==> src/rtl/brc_pkg.sv <==
// Shared types, constants and command/status structs of the button and panel
// refresh controller. Depends on nothing; every other rtl file uses it.
package brc_pkg;

    // Field and register widths
    localparam int NUM_BUTTONS_DEF = 4;
    localparam int ACTION_W        = 3;
    localparam int OP_W            = 2;
    localparam int TIME_W          = 32;
    localparam int LEVEL_W         = 4;
    localparam int RUN_W           = 16;
    localparam int SCRIPT_W        = 8;
    localparam int MOD_IDX_W       = RUN_W + 1;
    localparam int DEGHOST_W       = 8;
    localparam int DEBOUNCE_W      = 16;
    localparam int APB_ADDR_W      = 5;
    localparam int APB_DATA_W      = 32;
    localparam int S_TDATA_W       = 56;
    localparam int S_TUSER_W       = 8;
    localparam int M_TDATA_W       = 8;

    // Register reset values
    localparam logic [DEGHOST_W-1:0]  DEGHOST_RST  = 8'd24;
    localparam logic [TIME_W-1:0]     AUTO_RST     = 32'd77000;
    localparam logic [TIME_W-1:0]     LONG_RST     = 32'd5000;
    localparam logic [DEBOUNCE_W-1:0] DEBOUNCE_RST = 16'd40;
    localparam logic [SCRIPT_W-1:0]   COUNT_RST    = 8'd1;

    // Register indexes (byte address / 4)
    localparam logic [2:0] REG_DEGHOST  = 3'd0;
    localparam logic [2:0] REG_AUTO     = 3'd1;
    localparam logic [2:0] REG_LONG     = 3'd2;
    localparam logic [2:0] REG_DEBOUNCE = 3'd3;
    localparam logic [2:0] REG_COUNT    = 3'd4;

    // Corner button positions
    localparam int BTN_TOP_LEFT     = 0;
    localparam int BTN_TOP_RIGHT    = 1;
    localparam int BTN_BOTTOM_LEFT  = 2;
    localparam int BTN_BOTTOM_RIGHT = 3;
    localparam int BTN_LEVEL_COUNT  = 4;

    typedef enum logic [ACTION_W-1:0] {
        ACT_IND_ON  = 3'd0,
        ACT_IND_OFF = 3'd1,
        ACT_CLEAR   = 3'd2,
        ACT_TITLE   = 3'd3,
        ACT_RENDER  = 3'd4
    } action_t;

    typedef enum logic [OP_W-1:0] {
        OP_TICK  = 2'd0,
        OP_START = 2'd1,
        OP_NEXT  = 2'd2,
        OP_RUN   = 2'd3
    } op_t;

    // Source of the script index handed to the wrap unit
    typedef enum logic [2:0] {
        IDX_ZERO    = 3'd0,
        IDX_CUR_INC = 3'd1,
        IDX_RUN     = 3'd2,
        IDX_CUR     = 3'd3,
        IDX_CUR_DEC = 3'd4
    } idx_sel_t;

    typedef struct packed {
        logic [DEGHOST_W-1:0]  deghost;
        logic [TIME_W-1:0]     auto_ms;
        logic [TIME_W-1:0]     long_ms;
        logic [DEBOUNCE_W-1:0] debounce;
        logic [SCRIPT_W-1:0]   count;
    } cfg_t;

    typedef struct packed {
        logic     load_item;
        logic     mod_start;
        idx_sel_t idx_sel;
        logic     panel_upd;
        logic     set_last_time;
        logic     force_full;
        logic     emit;
        action_t  action;
        logic     set_held;
        logic     clr_held;
        logic     btn_rst;
        logic     btn_inc;
    } dp_cmd_t;

    typedef struct packed {
        op_t  op;
        logic out_free;
        logic mod_done;
        logic auto_due;
        logic press;
        logic long_due;
        logic rel;
        logic debounced;
        logic is_tr;
        logic is_bl;
        logic is_br;
        logic btn_last;
    } dp_stat_t;

endpackage

==> src/rtl/brc_wrap.sv <==
// Iterative script index wrap: mathematical modulo of a signed index by the
// script count, one remainder bit per cycle. Depends on brc_pkg.
module brc_wrap (
    input  logic                                 aclk,
    input  logic                                 aresetn,
    input  logic                                 start,
    input  logic signed [brc_pkg::MOD_IDX_W-1:0] idx,
    input  logic        [brc_pkg::SCRIPT_W-1:0]  count,
    output logic                                 done,
    output logic        [brc_pkg::SCRIPT_W-1:0]  result
);
    localparam int MAG_W = brc_pkg::MOD_IDX_W - 1;
    localparam int CNT_W = $clog2(MAG_W);
    localparam int SW    = brc_pkg::SCRIPT_W;

    logic              busy_reg, busy_next;
    logic              done_reg, done_next;
    logic [CNT_W-1:0]  cnt_reg, cnt_next;
    logic [MAG_W-1:0]  mag_reg, mag_next;
    logic [SW-1:0]     rem_reg, rem_next;
    logic [SW-1:0]     n_reg, n_next;
    logic              neg_reg, neg_next;
    logic [SW-1:0]     res_reg, res_next;

    logic [SW-1:0]              n_in;
    logic [brc_pkg::MOD_IDX_W-1:0] neg_idx;
    logic                       fast;
    logic [SW:0]                trial;
    logic [SW-1:0]              rem_step;

    // Zero scripts counts as one
    assign n_in    = (count == '0) ? SW'(1) : count;
    assign neg_idx = -idx;
    assign fast    = !idx[brc_pkg::MOD_IDX_W-1] &&
                     (idx[MAG_W-1:0] < {{(MAG_W-SW){1'b0}}, n_in});

    // One restoring remainder step
    assign trial    = {rem_reg, mag_reg[MAG_W-1]};
    assign rem_step = (trial >= {1'b0, n_reg}) ? SW'(trial - {1'b0, n_reg}) : trial[SW-1:0];

    always_comb begin
        busy_next = busy_reg;
        done_next = 1'b0;
        cnt_next  = cnt_reg;
        mag_next  = mag_reg;
        rem_next  = rem_reg;
        n_next    = n_reg;
        neg_next  = neg_reg;
        res_next  = res_reg;
        if (start) begin
            n_next   = n_in;
            neg_next = idx[brc_pkg::MOD_IDX_W-1];
            mag_next = idx[brc_pkg::MOD_IDX_W-1] ? neg_idx[MAG_W-1:0] : idx[MAG_W-1:0];
            rem_next = '0;
            cnt_next = '0;
            if (fast) begin
                res_next  = idx[SW-1:0];
                done_next = 1'b1;
            end else begin
                busy_next = 1'b1;
            end
        end else if (busy_reg) begin
            rem_next = rem_step;
            mag_next = {mag_reg[MAG_W-2:0], 1'b0};
            cnt_next = cnt_reg + CNT_W'(1);
            if (cnt_reg == CNT_W'(MAG_W - 1)) begin
                busy_next = 1'b0;
                done_next = 1'b1;
                // Fold a negative remainder into range
                res_next  = (neg_reg && rem_step != '0) ? SW'(n_reg - rem_step) : rem_step;
            end
        end
    end

    always_ff @(posedge aclk) begin
        if (!aresetn) begin
            busy_reg <= 1'b0;
            done_reg <= 1'b0;
        end else begin
            busy_reg <= busy_next;
            done_reg <= done_next;
        end
        cnt_reg <= cnt_next;
        mag_reg <= mag_next;
        rem_reg <= rem_next;
        n_reg   <= n_next;
        neg_reg <= neg_next;
        res_reg <= res_next;
    end

    assign done   = done_reg;
    assign result = res_reg;
endmodule

==> src/rtl/brc_datapath.sv <==
// Datapath: item registers, script and refresh state, button timing, the
// wrap unit and the output register. Depends on brc_pkg and brc_wrap.
module brc_datapath #(
    parameter int NUM_BUTTONS = brc_pkg::NUM_BUTTONS_DEF
) (
    input  logic                            aclk,
    input  logic                            aresetn,
    input  brc_pkg::cfg_t                   cfg,
    input  brc_pkg::dp_cmd_t                cmd,
    output brc_pkg::dp_stat_t               stat,
    input  logic [brc_pkg::S_TUSER_W-1:0]   s_tuser,
    input  logic [brc_pkg::S_TDATA_W-1:0]   s_tdata,
    input  logic                            m_tready,
    output logic                            m_tvalid,
    output logic [brc_pkg::M_TDATA_W-1:0]   m_tdata
);
    localparam int BTN_W = (NUM_BUTTONS > 1) ? $clog2(NUM_BUTTONS) : 1;
    localparam int TW    = brc_pkg::TIME_W;
    localparam int SW    = brc_pkg::SCRIPT_W;
    localparam int IW    = brc_pkg::MOD_IDX_W;

    // Item registers
    brc_pkg::op_t                   op_reg;
    logic [TW-1:0]                  now_reg;
    logic [brc_pkg::LEVEL_W-1:0]    levels_reg;
    logic [brc_pkg::RUN_W-1:0]      run_reg;

    // Controller state kept here
    logic [SW-1:0]                  cur_reg;
    logic [brc_pkg::DEGHOST_W-1:0]  usf_reg, usf_next;
    logic [TW-1:0]                  last_reg;
    logic [NUM_BUTTONS-1:0]         held_reg;
    logic [TW-1:0]                  press_reg [NUM_BUTTONS];
    logic [BTN_W-1:0]               btn_reg;
    logic                           out_valid_reg;
    brc_pkg::action_t               out_action_reg;

    logic [NUM_BUTTONS-1:0]         lvl_ext;
    logic signed [IW-1:0]           mod_idx;
    logic                           mod_done;
    logic [SW-1:0]                  mod_res;
    logic [TW-1:0]                  held_time;
    logic                           down;
    logic                           held;
    logic                           is_tl;

    // Buttons past the fourth never read as pressed
    for (genvar g = 0; g < NUM_BUTTONS; g++) begin : g_lvl
        if (g < brc_pkg::BTN_LEVEL_COUNT) begin : g_on
            assign lvl_ext[g] = levels_reg[g];
        end else begin : g_off
            assign lvl_ext[g] = 1'b0;
        end
    end

    // Pick the index to wrap
    always_comb begin
        unique case (cmd.idx_sel)
            brc_pkg::IDX_ZERO:    mod_idx = '0;
            brc_pkg::IDX_CUR_INC: mod_idx = $signed({{(IW-SW){1'b0}}, cur_reg}) + IW'(1);
            brc_pkg::IDX_RUN:     mod_idx = $signed({run_reg[brc_pkg::RUN_W-1], run_reg});
            brc_pkg::IDX_CUR:     mod_idx = $signed({{(IW-SW){1'b0}}, cur_reg});
            brc_pkg::IDX_CUR_DEC: mod_idx = $signed({{(IW-SW){1'b0}}, cur_reg}) - IW'(1);
            default:              mod_idx = '0;
        endcase
    end

    brc_wrap u_wrap (
        .aclk    (aclk),
        .aresetn (aresetn),
        .start   (cmd.mod_start),
        .idx     (mod_idx),
        .count   (cfg.count),
        .done    (mod_done),
        .result  (mod_res)
    );

    // Current button view
    assign down      = lvl_ext[btn_reg];
    assign held      = held_reg[btn_reg];
    assign held_time = now_reg - press_reg[btn_reg];
    assign is_tl     = 32'(btn_reg) == brc_pkg::BTN_TOP_LEFT;

    // Refresh kind of one panel update
    always_comb begin
        usf_next = usf_reg;
        if (cmd.force_full) begin
            usf_next = cfg.deghost;
        end else if (cmd.panel_upd) begin
            usf_next = (usf_reg >= cfg.deghost) ? '0 : usf_reg + 8'd1;
        end
    end

    always_comb begin
        stat.op        = op_reg;
        stat.out_free  = !out_valid_reg || m_tready;
        stat.mod_done  = mod_done;
        stat.auto_due  = (now_reg - last_reg) >= cfg.auto_ms;
        stat.press     = down && !held;
        stat.long_due  = down && held && is_tl && (held_time >= cfg.long_ms);
        stat.rel       = !down && held;
        stat.debounced = held_time >= {{(TW-brc_pkg::DEBOUNCE_W){1'b0}}, cfg.debounce};
        stat.is_tr     = 32'(btn_reg) == brc_pkg::BTN_TOP_RIGHT;
        stat.is_bl     = 32'(btn_reg) == brc_pkg::BTN_BOTTOM_LEFT;
        stat.is_br     = 32'(btn_reg) == brc_pkg::BTN_BOTTOM_RIGHT;
        stat.btn_last  = 32'(btn_reg) == NUM_BUTTONS - 1;
    end

    // Capture the accepted beat, the press time and the output action
    always_ff @(posedge aclk) begin
        if (cmd.load_item) begin
            op_reg     <= brc_pkg::op_t'(s_tuser[brc_pkg::OP_W-1:0]);
            now_reg    <= s_tdata[TW-1:0];
            levels_reg <= s_tdata[TW +: brc_pkg::LEVEL_W];
            run_reg    <= s_tdata[TW + brc_pkg::LEVEL_W +: brc_pkg::RUN_W];
        end
        if (cmd.set_held) begin
            press_reg[btn_reg] <= now_reg;
        end
        if (cmd.emit) begin
            out_action_reg <= cmd.action;
        end
    end

    // Script, refresh, button and output valid state
    always_ff @(posedge aclk) begin
        if (!aresetn) begin
            cur_reg       <= '0;
            usf_reg       <= brc_pkg::DEGHOST_RST;
            last_reg      <= '0;
            held_reg      <= '0;
            btn_reg       <= '0;
            out_valid_reg <= 1'b0;
        end else begin
            if (mod_done) begin
                cur_reg <= mod_res;
            end
            usf_reg <= usf_next;
            if (cmd.set_last_time) begin
                last_reg <= now_reg;
            end
            if (cmd.set_held) begin
                held_reg[btn_reg] <= 1'b1;
            end else if (cmd.clr_held) begin
                held_reg[btn_reg] <= 1'b0;
            end
            if (cmd.btn_rst) begin
                btn_reg <= '0;
            end else if (cmd.btn_inc) begin
                btn_reg <= btn_reg + BTN_W'(1);
            end
            if (cmd.emit) begin
                out_valid_reg <= 1'b1;
            end else if (m_tready) begin
                out_valid_reg <= 1'b0;
            end
        end
    end

    assign m_tvalid = out_valid_reg;
    assign m_tdata  = {{(brc_pkg::M_TDATA_W-brc_pkg::ACTION_W){1'b0}}, out_action_reg};
endmodule

==> src/rtl/brc_ctrl.sv <==
// Controller state machine: walks one item through op, auto re-render and
// the button scan, issuing datapath commands. Depends on brc_pkg.
module brc_ctrl (
    input  logic               aclk,
    input  logic               aresetn,
    input  logic               s_valid,
    output logic               s_ready,
    input  brc_pkg::dp_stat_t  stat,
    output brc_pkg::dp_cmd_t   cmd
);
    typedef enum logic [8:0] {
        S_IDLE   = 9'b000000001,
        S_OP     = 9'b000000010,
        S_MOD    = 9'b000000100,
        S_TITLE  = 9'b000001000,
        S_RENDER = 9'b000010000,
        S_AUTO   = 9'b000100000,
        S_BTN    = 9'b001000000,
        S_NEXT   = 9'b010000000,
        S_SPARE  = 9'b100000000
    } state_t;

    state_t state_reg, state_next;
    state_t ret_reg, ret_next;
    logic   ann_reg, ann_next;

    always_comb begin
        cmd        = '0;
        state_next = state_reg;
        ret_next   = ret_reg;
        ann_next   = ann_reg;
        s_ready    = 1'b0;
        unique case (state_reg)
            S_IDLE: begin
                s_ready = 1'b1;
                if (s_valid) begin
                    cmd.load_item = 1'b1;
                    state_next    = S_OP;
                end
            end
            // Select and announce a script for start, next and run
            S_OP: begin
                ann_next = 1'b1;
                ret_next = S_AUTO;
                unique case (stat.op)
                    brc_pkg::OP_TICK:  state_next = S_AUTO;
                    brc_pkg::OP_START: begin
                        cmd.mod_start = 1'b1;
                        cmd.idx_sel   = brc_pkg::IDX_ZERO;
                        state_next    = S_MOD;
                    end
                    brc_pkg::OP_NEXT: begin
                        cmd.mod_start = 1'b1;
                        cmd.idx_sel   = brc_pkg::IDX_CUR_INC;
                        state_next    = S_MOD;
                    end
                    brc_pkg::OP_RUN: begin
                        cmd.mod_start = 1'b1;
                        cmd.idx_sel   = brc_pkg::IDX_RUN;
                        state_next    = S_MOD;
                    end
                    default: state_next = S_AUTO;
                endcase
            end
            // Wait for the wrapped index
            S_MOD: begin
                if (stat.mod_done) begin
                    state_next = ann_reg ? S_TITLE : S_RENDER;
                end
            end
            S_TITLE: begin
                if (stat.out_free) begin
                    cmd.panel_upd = 1'b1;
                    cmd.emit      = 1'b1;
                    cmd.action    = brc_pkg::ACT_TITLE;
                    state_next    = S_RENDER;
                end
            end
            S_RENDER: begin
                if (stat.out_free) begin
                    cmd.panel_upd     = 1'b1;
                    cmd.set_last_time = 1'b1;
                    cmd.emit          = 1'b1;
                    cmd.action        = brc_pkg::ACT_RENDER;
                    state_next        = ret_reg;
                end
            end
            // Idle timeout re-renders the current script
            S_AUTO: begin
                cmd.btn_rst = 1'b1;
                if (stat.auto_due) begin
                    cmd.mod_start = 1'b1;
                    cmd.idx_sel   = brc_pkg::IDX_CUR;
                    ann_next      = 1'b0;
                    ret_next      = S_BTN;
                    state_next    = S_MOD;
                end else begin
                    state_next = S_BTN;
                end
            end
            // Handle one button; hold while the output register is full
            S_BTN: begin
                priority if (stat.press) begin
                    if (stat.out_free) begin
                        cmd.set_held = 1'b1;
                        cmd.emit     = 1'b1;
                        cmd.action   = brc_pkg::ACT_IND_ON;
                        state_next   = S_NEXT;
                    end
                end else if (stat.long_due) begin
                    if (stat.out_free) begin
                        cmd.force_full = 1'b1;
                        cmd.clr_held   = 1'b1;
                        cmd.emit       = 1'b1;
                        cmd.action     = brc_pkg::ACT_CLEAR;
                        cmd.mod_start  = 1'b1;
                        cmd.idx_sel    = brc_pkg::IDX_CUR;
                        ann_next       = 1'b0;
                        ret_next       = S_NEXT;
                        state_next     = S_MOD;
                    end
                end else if (stat.rel) begin
                    if (stat.out_free) begin
                        cmd.clr_held = 1'b1;
                        cmd.emit     = 1'b1;
                        cmd.action   = brc_pkg::ACT_IND_OFF;
                        ret_next     = S_NEXT;
                        priority if (stat.debounced && stat.is_tr) begin
                            cmd.mod_start = 1'b1;
                            cmd.idx_sel   = brc_pkg::IDX_CUR_DEC;
                            ann_next      = 1'b1;
                            state_next    = S_MOD;
                        end else if (stat.debounced && stat.is_br) begin
                            cmd.mod_start = 1'b1;
                            cmd.idx_sel   = brc_pkg::IDX_CUR_INC;
                            ann_next      = 1'b1;
                            state_next    = S_MOD;
                        end else if (stat.debounced && stat.is_bl) begin
                            cmd.mod_start = 1'b1;
                            cmd.idx_sel   = brc_pkg::IDX_CUR;
                            ann_next      = 1'b0;
                            state_next    = S_MOD;
                        end else begin
                            state_next = S_NEXT;
                        end
                    end
                end else begin
                    state_next = S_NEXT;
                end
            end
            // Advance the scan or finish the item
            S_NEXT: begin
                if (stat.btn_last) begin
                    state_next = S_IDLE;
                end else begin
                    cmd.btn_inc = 1'b1;
                    state_next  = S_BTN;
                end
            end
            default: state_next = S_IDLE;
        endcase
    end

    always_ff @(posedge aclk) begin
        if (!aresetn) begin
            state_reg <= S_IDLE;
            ret_reg   <= S_AUTO;
            ann_reg   <= 1'b0;
        end else begin
            state_reg <= state_next;
            ret_reg   <= ret_next;
            ann_reg   <= ann_next;
        end
    end
endmodule

==> src/rtl/button_and_panel_refresh_controller_core.sv <==
// One item at a time: a new beat is accepted only once the previous item is finished.
// Each script selection runs through the wrap unit (one remainder bit per cycle,
// 16 steps unless the index is in range) and, when announced, a title beat. Results
// stall behind an unread output beat. Reset: synchronous, active low; registers
// return to defaults and state clears at once, no clearing pass.
module button_and_panel_refresh_controller_core #(
    parameter int NUM_BUTTONS = brc_pkg::NUM_BUTTONS_DEF
) (
    input  logic                             aclk,
    input  logic                             aresetn,
    // s_tdata: now_ms [31:0], button_levels [35:32], run_index [51:36]
    input  logic [brc_pkg::S_TDATA_W-1:0]    s_tdata,
    // s_tuser: op [1:0]
    input  logic [brc_pkg::S_TUSER_W-1:0]    s_tuser,
    input  logic                             s_tvalid,
    output logic                             s_tready,
    // m_tdata: action [2:0]
    output logic [brc_pkg::M_TDATA_W-1:0]    m_tdata,
    output logic                             m_tvalid,
    input  logic                             m_tready,
    input  logic                             psel,
    input  logic                             penable,
    input  logic                             pwrite,
    input  logic [brc_pkg::APB_ADDR_W-1:0]   paddr,
    input  logic [brc_pkg::APB_DATA_W-1:0]   pwdata,
    output logic [brc_pkg::APB_DATA_W-1:0]   prdata,
    output logic                             pready
);
    brc_pkg::cfg_t     cfg_reg;
    brc_pkg::dp_cmd_t  dp_cmd;
    brc_pkg::dp_stat_t dp_stat;
    logic [2:0]        reg_idx;
    logic              wr_en;

    assign pready  = 1'b1;
    assign reg_idx = paddr[brc_pkg::APB_ADDR_W-1:2];
    assign wr_en   = psel && penable && pwrite && pready;

    // Register writes
    always_ff @(posedge aclk) begin
        if (!aresetn) begin
            cfg_reg.deghost  <= brc_pkg::DEGHOST_RST;
            cfg_reg.auto_ms  <= brc_pkg::AUTO_RST;
            cfg_reg.long_ms  <= brc_pkg::LONG_RST;
            cfg_reg.debounce <= brc_pkg::DEBOUNCE_RST;
            cfg_reg.count    <= brc_pkg::COUNT_RST;
        end else if (wr_en) begin
            unique case (reg_idx)
                brc_pkg::REG_DEGHOST:  cfg_reg.deghost  <= pwdata[brc_pkg::DEGHOST_W-1:0];
                brc_pkg::REG_AUTO:     cfg_reg.auto_ms  <= pwdata[brc_pkg::TIME_W-1:0];
                brc_pkg::REG_LONG:     cfg_reg.long_ms  <= pwdata[brc_pkg::TIME_W-1:0];
                brc_pkg::REG_DEBOUNCE: cfg_reg.debounce <= pwdata[brc_pkg::DEBOUNCE_W-1:0];
                brc_pkg::REG_COUNT:    cfg_reg.count    <= pwdata[brc_pkg::SCRIPT_W-1:0];
                default: ;
            endcase
        end
    end

    // Register reads
    always_comb begin
        unique case (reg_idx)
            brc_pkg::REG_DEGHOST:  prdata = 32'(cfg_reg.deghost);
            brc_pkg::REG_AUTO:     prdata = cfg_reg.auto_ms;
            brc_pkg::REG_LONG:     prdata = cfg_reg.long_ms;
            brc_pkg::REG_DEBOUNCE: prdata = 32'(cfg_reg.debounce);
            brc_pkg::REG_COUNT:    prdata = 32'(cfg_reg.count);
            default:               prdata = '0;
        endcase
    end

    brc_ctrl u_ctrl (
        .aclk    (aclk),
        .aresetn (aresetn),
        .s_valid (s_tvalid),
        .s_ready (s_tready),
        .stat    (dp_stat),
        .cmd     (dp_cmd)
    );

    brc_datapath #(
        .NUM_BUTTONS (NUM_BUTTONS)
    ) u_datapath (
        .aclk     (aclk),
        .aresetn  (aresetn),
        .cfg      (cfg_reg),
        .cmd      (dp_cmd),
        .stat     (dp_stat),
        .s_tuser  (s_tuser),
        .s_tdata  (s_tdata),
        .m_tready (m_tready),
        .m_tvalid (m_tvalid),
        .m_tdata  (m_tdata)
    );

    // An accepted beat keeps the input closed while it is worked on
    a_busy_after_accept: assert property (@(posedge aclk) disable iff (!aresetn)
        (s_tvalid && s_tready) |=> !s_tready)
        else $error("input accepted again right after a beat");

    // A result is only loaded when the output register can take it
    a_emit_has_room: assert property (@(posedge aclk) disable iff (!aresetn)
        dp_cmd.emit |-> dp_stat.out_free)
        else $error("result loaded over a pending output beat");

    // Output beats carry a defined action code
    a_action_code: assert property (@(posedge aclk) disable iff (!aresetn)
        m_tvalid |-> (m_tdata[2:0] <= brc_pkg::ACT_RENDER) && (m_tdata[7:3] == 5'd0))
        else $error("undefined action on output");
endmodule

==> config.mk <==
export PLATFORM = sky130hd
export DESIGN_NAME = button_and_panel_refresh_controller_core
export DESIGN_NICKNAME = d
export VERILOG_FILES = /design/src/rtl/brc_pkg.sv /design/src/rtl/brc_wrap.sv /design/src/rtl/brc_datapath.sv /design/src/rtl/brc_ctrl.sv /design/src/rtl/button_and_panel_refresh_controller_core.sv
export SDC_FILE = /design/constraint.sdc
export NUM_CORES = 1
export LEC_CHECK = 0
export ABC_AREA = 1
export BUFFER_PORTS_ARGS = -buffer_cell sky130_fd_sc_hd__buf_2
export CORE_UTILIZATION = 35
export CTS_BUF_LIST = sky130_fd_sc_hd__clkbuf_4
export DETAILED_ROUTE_END_ITERATION = 8
export GPL_TIMING_DRIVEN = 0
export PLACE_DENSITY = 0.62
export SETUP_SLACK_MARGIN = 0.2
export SLEW_MARGIN = 20
export SYNTH_ARGS = -nofsm -noshare
export SYNTH_HDL_FRONTEND = slang
export SYNTH_HIERARCHICAL = 1
export SYNTH_SLANG_ARGS = --single-unit
==> constraint.sdc <==
create_clock -name aclk -period 8.7 [get_ports aclk]
set_clock_uncertainty 0.05 [all_clocks]
set_input_delay 2.61 -clock aclk [delete_from_list [all_inputs] [get_ports aclk]]
set_output_delay 2.61 -clock aclk [all_outputs]
set_load 0.05 [all_outputs]
# == After elaboration in Yosys (flattened, before gate mapping) ==
# Memory sizes are Yosys's and may differ from the RTL's. A register that Yosys moved wholly into a read port is not among the register bits.
# Cells that the tools add are included.
# totals
input_bits,108
n_memories,1
output_inout_bits,43
word_cells,224
ff_bits,266
ramBits,128
# classes
n_addsub,9
n_eq_ne,37
muxes,101
n_bitwise,4
n_lt_le_gt_ge,7
n_reduce_logical,39
# mem_list
name,words,word_bits,read_ports,rd_ports_with_merged_regs,write_ports,line_no,source
u_datapath.press_reg,4,32,1,1,1,brc_datapath.sv:33,logic [TW-1:0] press_reg [NUM_BUTTONS];
# ops
operator,n
$pmux W32 S5,1
$mux W9,17
$pmux W9 S8,1
$mux W4,17
$pmux W17 S4,1
$ge A32 B32 Y1,2
$mux W8,8
$sub A32 B32 Y32,2
$mux W16,3
$mux W1,37
$pmux W4 S3,3
$ge A32 B16 Y1,1
$pmux W9 S3,1
$pmux W9 S2,1
$lt A16 B8 Y1,1
$neg A16 Y16,1
$sub A8 B8 Y8,2
$mux W7,2
$ne A2 B2 Y1 const B,7
$logic_and A1 B1 Y1,13
$eq A3 B2 Y1 const B,4
$ne A3 B3 Y1 const B,4
$mux W5,2
$reduce_and A2 Y1,5
other kinds (44),61

# == Longest topological paths before layout ==
# depth
depth_word,17
ltp_mapped,49
ltp_nobuf,48

# == Hierarchy ==
# Netlist, hierarchy kept.
# by_module_without_submodules
mod,seq_area_each_um2,area_per_inst_um2,n_inst,cells_per_inst
brc_datapath,6536.3,15144.5,1,1839
button_and_panel_refresh_controller_core,1921.8,4539.4,1,730
brc_wrap,1271.2,3373.2,1,452
brc_ctrl,240.2,1144.8,1,194

# == Worst setup path after synthesis ==
# Ideal clock, no wire load.
# synth_timing
path_type,reg-to-reg
start,register with a tool-made name
end,"register u_datapath.u_wrap.res_reg[0], in the netlist u_datapath/u_wrap/result[0] (enable)"
arrival_time_ps,6284
synth_period_minus_slack_ps,6663
n_path_buf,2
required_ps,8321
stages_incl_launch_ff,42
setup_time_ps,329
setup_slack_ps,2037
path_cell_list,dfxtp_1 > buf_2 > clkbuf_1 > o21ai_0 > o22ai_1 > ha_1 > inv_1 > fa_1 > nand2_1 > nand2_1 > nand3b_1 > nand2_1 > nand2_1 > nand2_2 > nand2_2 > nand3b_1 > nand2_2 > inv_1 > [... 6 more ...] > nand4_1 > nand3_1 > nand2_1 > inv_1 > inv_1 > nor2_1 > nor3_1 > a21boi_0 > o21ai_0 > nor3_1 > inv_1 > o311ai_0 > ha_1 > nand2_1 > nor2_1 > nor3_1 > nand3_1 > nand2_1
# synth_rtl
element,line_no,source
end signal: assignment,brc_wrap.sv:88,res_reg <= res_next;
end: declaration,brc_wrap.sv:23,"logic [SW-1:0] res_reg, res_next;"

==> results.sh <==
export IMPL_die_w_um=265
export IMPL_layout_min_cycle_time_ns=7.98
export IMPL_number_of_cells_produced_by_synthesis=3213
export IMPL_critical_path_top_cell_by_count="sky130_fd_sc_hd__nand2_1"
export IMPL_initial_core_utilization=0.353
export IMPL_period_share=0.917
export IMPL_max_slew_worst_pin_slew_ns=0.964
export IMPL_drtAntennaViolNets=0
export IMPL_grt_use_total=0.209
export IMPL_crit_path_class="flip-flop to flip-flop"
export IMPL_vdd_drop_max_mv=0.118
export IMPL_total_leakage_power_uw=0.0128
export IMPL_die_h_um=265
export IMPL_crit_path_start_kind="flip-flop"
export IMPL_clkLatencyLatePin_ns=0.88
export IMPL_initialDrtViolationCount=1716
export IMPL_cts_sink_count=389
export IMPL_grt_antenna_before_repair=4
export IMPL_cts_root_cell="sky130_fd_sc_hd__clkbuf_4"
export IMPL_setup_violations_final=0
export IMPL_grt_ovfl_total=0
export IMPL_firstDrtPassIters=6
export IMPL_globalplace_congestion=0.911
export IMPL_yosysWarnings=6
export IMPL_rows=96
export IMPL_cts_max_path_buffers=3
export IMPL_fill_cell_total_of_the_finished_layout=7148
export IMPL_worstHoldPathType="flip-flop to flip-flop"
export IMPL_path_delay_family="simple AND/OR/NAND/NOR gates"
export IMPL_worst_path_buf_inv=5
export IMPL_layout_drive_gt1_share=0.136
export IMPL_clock_tree_htree_level_count=3
export IMPL_post_syn_area_sq_um=24200
export IMPL_cts_buffers=107
export IMPL_slowest_stage_delay_on_critical_path_ns=0.46
export IMPL_first_global_vias=20497
export IMPL_grt_setup_unrepaired="no"
export IMPL_power_density_nw_per_um2=233
export IMPL_portBuffers=132
export IMPL_post_route_drc_count=0
export IMPL_cp_end_kind="flip-flop"
export IMPL_dr_total_vias=22072
export IMPL_grt_first_pass_wirelength_um=115000
export IMPL_grt_start_max_net_pins=33
export IMPL_critPathMaxFanout=10
export IMPL_total_number_of_nets_in_the_final_design=3746
export IMPL_holdCritStartpoint="u_datapath/last_reg[17]"
export IMPL_cts_reportedPaths_clkPinSlew_ns=0.06
export IMPL_dp_hpwl_um=57000
export IMPL_run_status="finished, final reports clean"
export IMPL_largest_reg_flops=128
export IMPL_tritoncts_clock_tree="built"
export IMPL_timing_final_hold_violations=0
export IMPL_viasPerCell=4.97
export IMPL_max_cap_violations=0
export IMPL_postRouteWirelength_um=74600
export IMPL_final_max_slew_viol_count=0
export IMPL_boundary_pin_count=151
export IMPL_cpMaxStageDelayCell="sky130_fd_sc_hd__fa_1"
export IMPL_cp_required_ns=9.18
export IMPL_max_slew_headroom=0.356
export IMPL_synth_avg_cell_area_sq_um=7.53
export IMPL_cell_count_final_fillers_out=4439
export IMPL_die_area_sq_um=70200
export IMPL_post_route_util=0.405
export IMPL_achievable_frequency_mhz=125
export IMPL_floorplan_core_area_sq_um=68500
export IMPL_dp_cells=4236
export IMPL_layout_stage_area_growth_over_the_synthesis_result_pct=14.5
export IMPL_worstPathArrival_ns=8.46
export IMPL_drt_wirelength_per_cell_um=16.8
==> cell usage in the layout (no fill, tap or decap), drive strengths merged, types with 3 or more instances in the layout <==
cell and instances:
o22ai 7, ha 171, o21a 3, inv 461, fa 3, nand2 920, nand3 234, o311ai 4
nor3 43, a32o 30, a21boi 4, o21ai 114, o21bai 5, a22oi 5, a211oi 5, o211ai 10
buf 192, xnor2 16, or2 4, bufinv 3, nand4 36, clkinv 32, dfxtp 171, a21oi 196
nor2 353, a31oi 4, and2 3, conb 6, nand3b 14, xor2 45, o31ai 5, clkbuf 217
nor4 6, edfxtp 218
==> per-layer routing <==
metal  GRT usage  part of all wire  up-vias
li1            -                 -    11048
met1       0.292              0.46    10178
met2       0.329              0.45      717
met3      0.0352             0.065      129
met4      0.0673             0.026        0
met5           0                 0        -
==> per-stage QoR <==
| step | total power, uW | instance area [sq um] | setup TNS (ns) | setup WS [ns] | hold slack [ns] |
|---|---|---|---|---|---|
| floorplan | 3960 | 24200 | 0 | 2.05 | 0.380 |
| global placement | 4640 | 26000 | -1.30 | -0.163 | 0.390 |
| detailed placement | 4690 | 26100 | -2.08 | -0.261 | 0.395 |
| CTS | 6500 | 27600 | 0 | 0.365 | 0.412 |
| global route | 6920 | 27700 | 0 | 0.209 | 0.433 |
| finish | 6460 | 27700 | 0 | 0.720 | 0.412 |
==> where the power goes <==
group          leakage, uW  internal (uW)  total [uW]  switching (uW)
registers          0.00336           2150        2330             180
logic              0.00855            811        2350            1540
clock network     0.000867            948        1770             827
total               0.0128           3910        6460            2550
==> path summary, 6_finish.rpt <==
| check | slack [ns] | endpoint | depth (start not counted) |
|---|---|---|---|
| setup / recovery | 0.72 | u_datapath/u_wrap/result[3] | 40 |
| hold / removal | 0.41 | u_datapath/last_reg[17] | 2 |
| setup reg to reg | 0.72 | u_datapath/u_wrap/result[3] | 40 |
| hold reg to reg | 0.41 | u_datapath/last_reg[17] | 2 |
==> layout make-up <==
cell class	count	area, sq um	share of cell area
Multi-Input combinational cell	2259	12100	0.438
Sequential cell	389	9970	0.360
Clock buffer	163	1220	0.0442
Inverter	461	1730	0.0626
Tap cell	882	1100	0.0398
Timing Repair Buffer	138	776	0.0280
Buffer	108	524	0.0189
Antenna cell	2	5.00	0.000181
Clock inverter	37	243	0.00876
==> worst reg2reg max path, delay by kind of cell (launching register included) <==
kind / cells / cell delay [ns]
simple gates: 22 / 3.29
compound gates: 8 / 1.49
fa+ha+maj: 4 / 1.25
buf+inv: 5 / 0.93
flops: 1 / 0.35
xor+xnor: 1 / 0.34
==> repair_timing <==
item / CTS / global route
buffers inserted: 0 / 1
hold buffers: 0 / 0
setup endpoints to repair: 10 / 25
gates resized for setup: 5 / 42
gates cloned: 0 / 0
No activity file was read; power rests on OpenSTA's default activity.
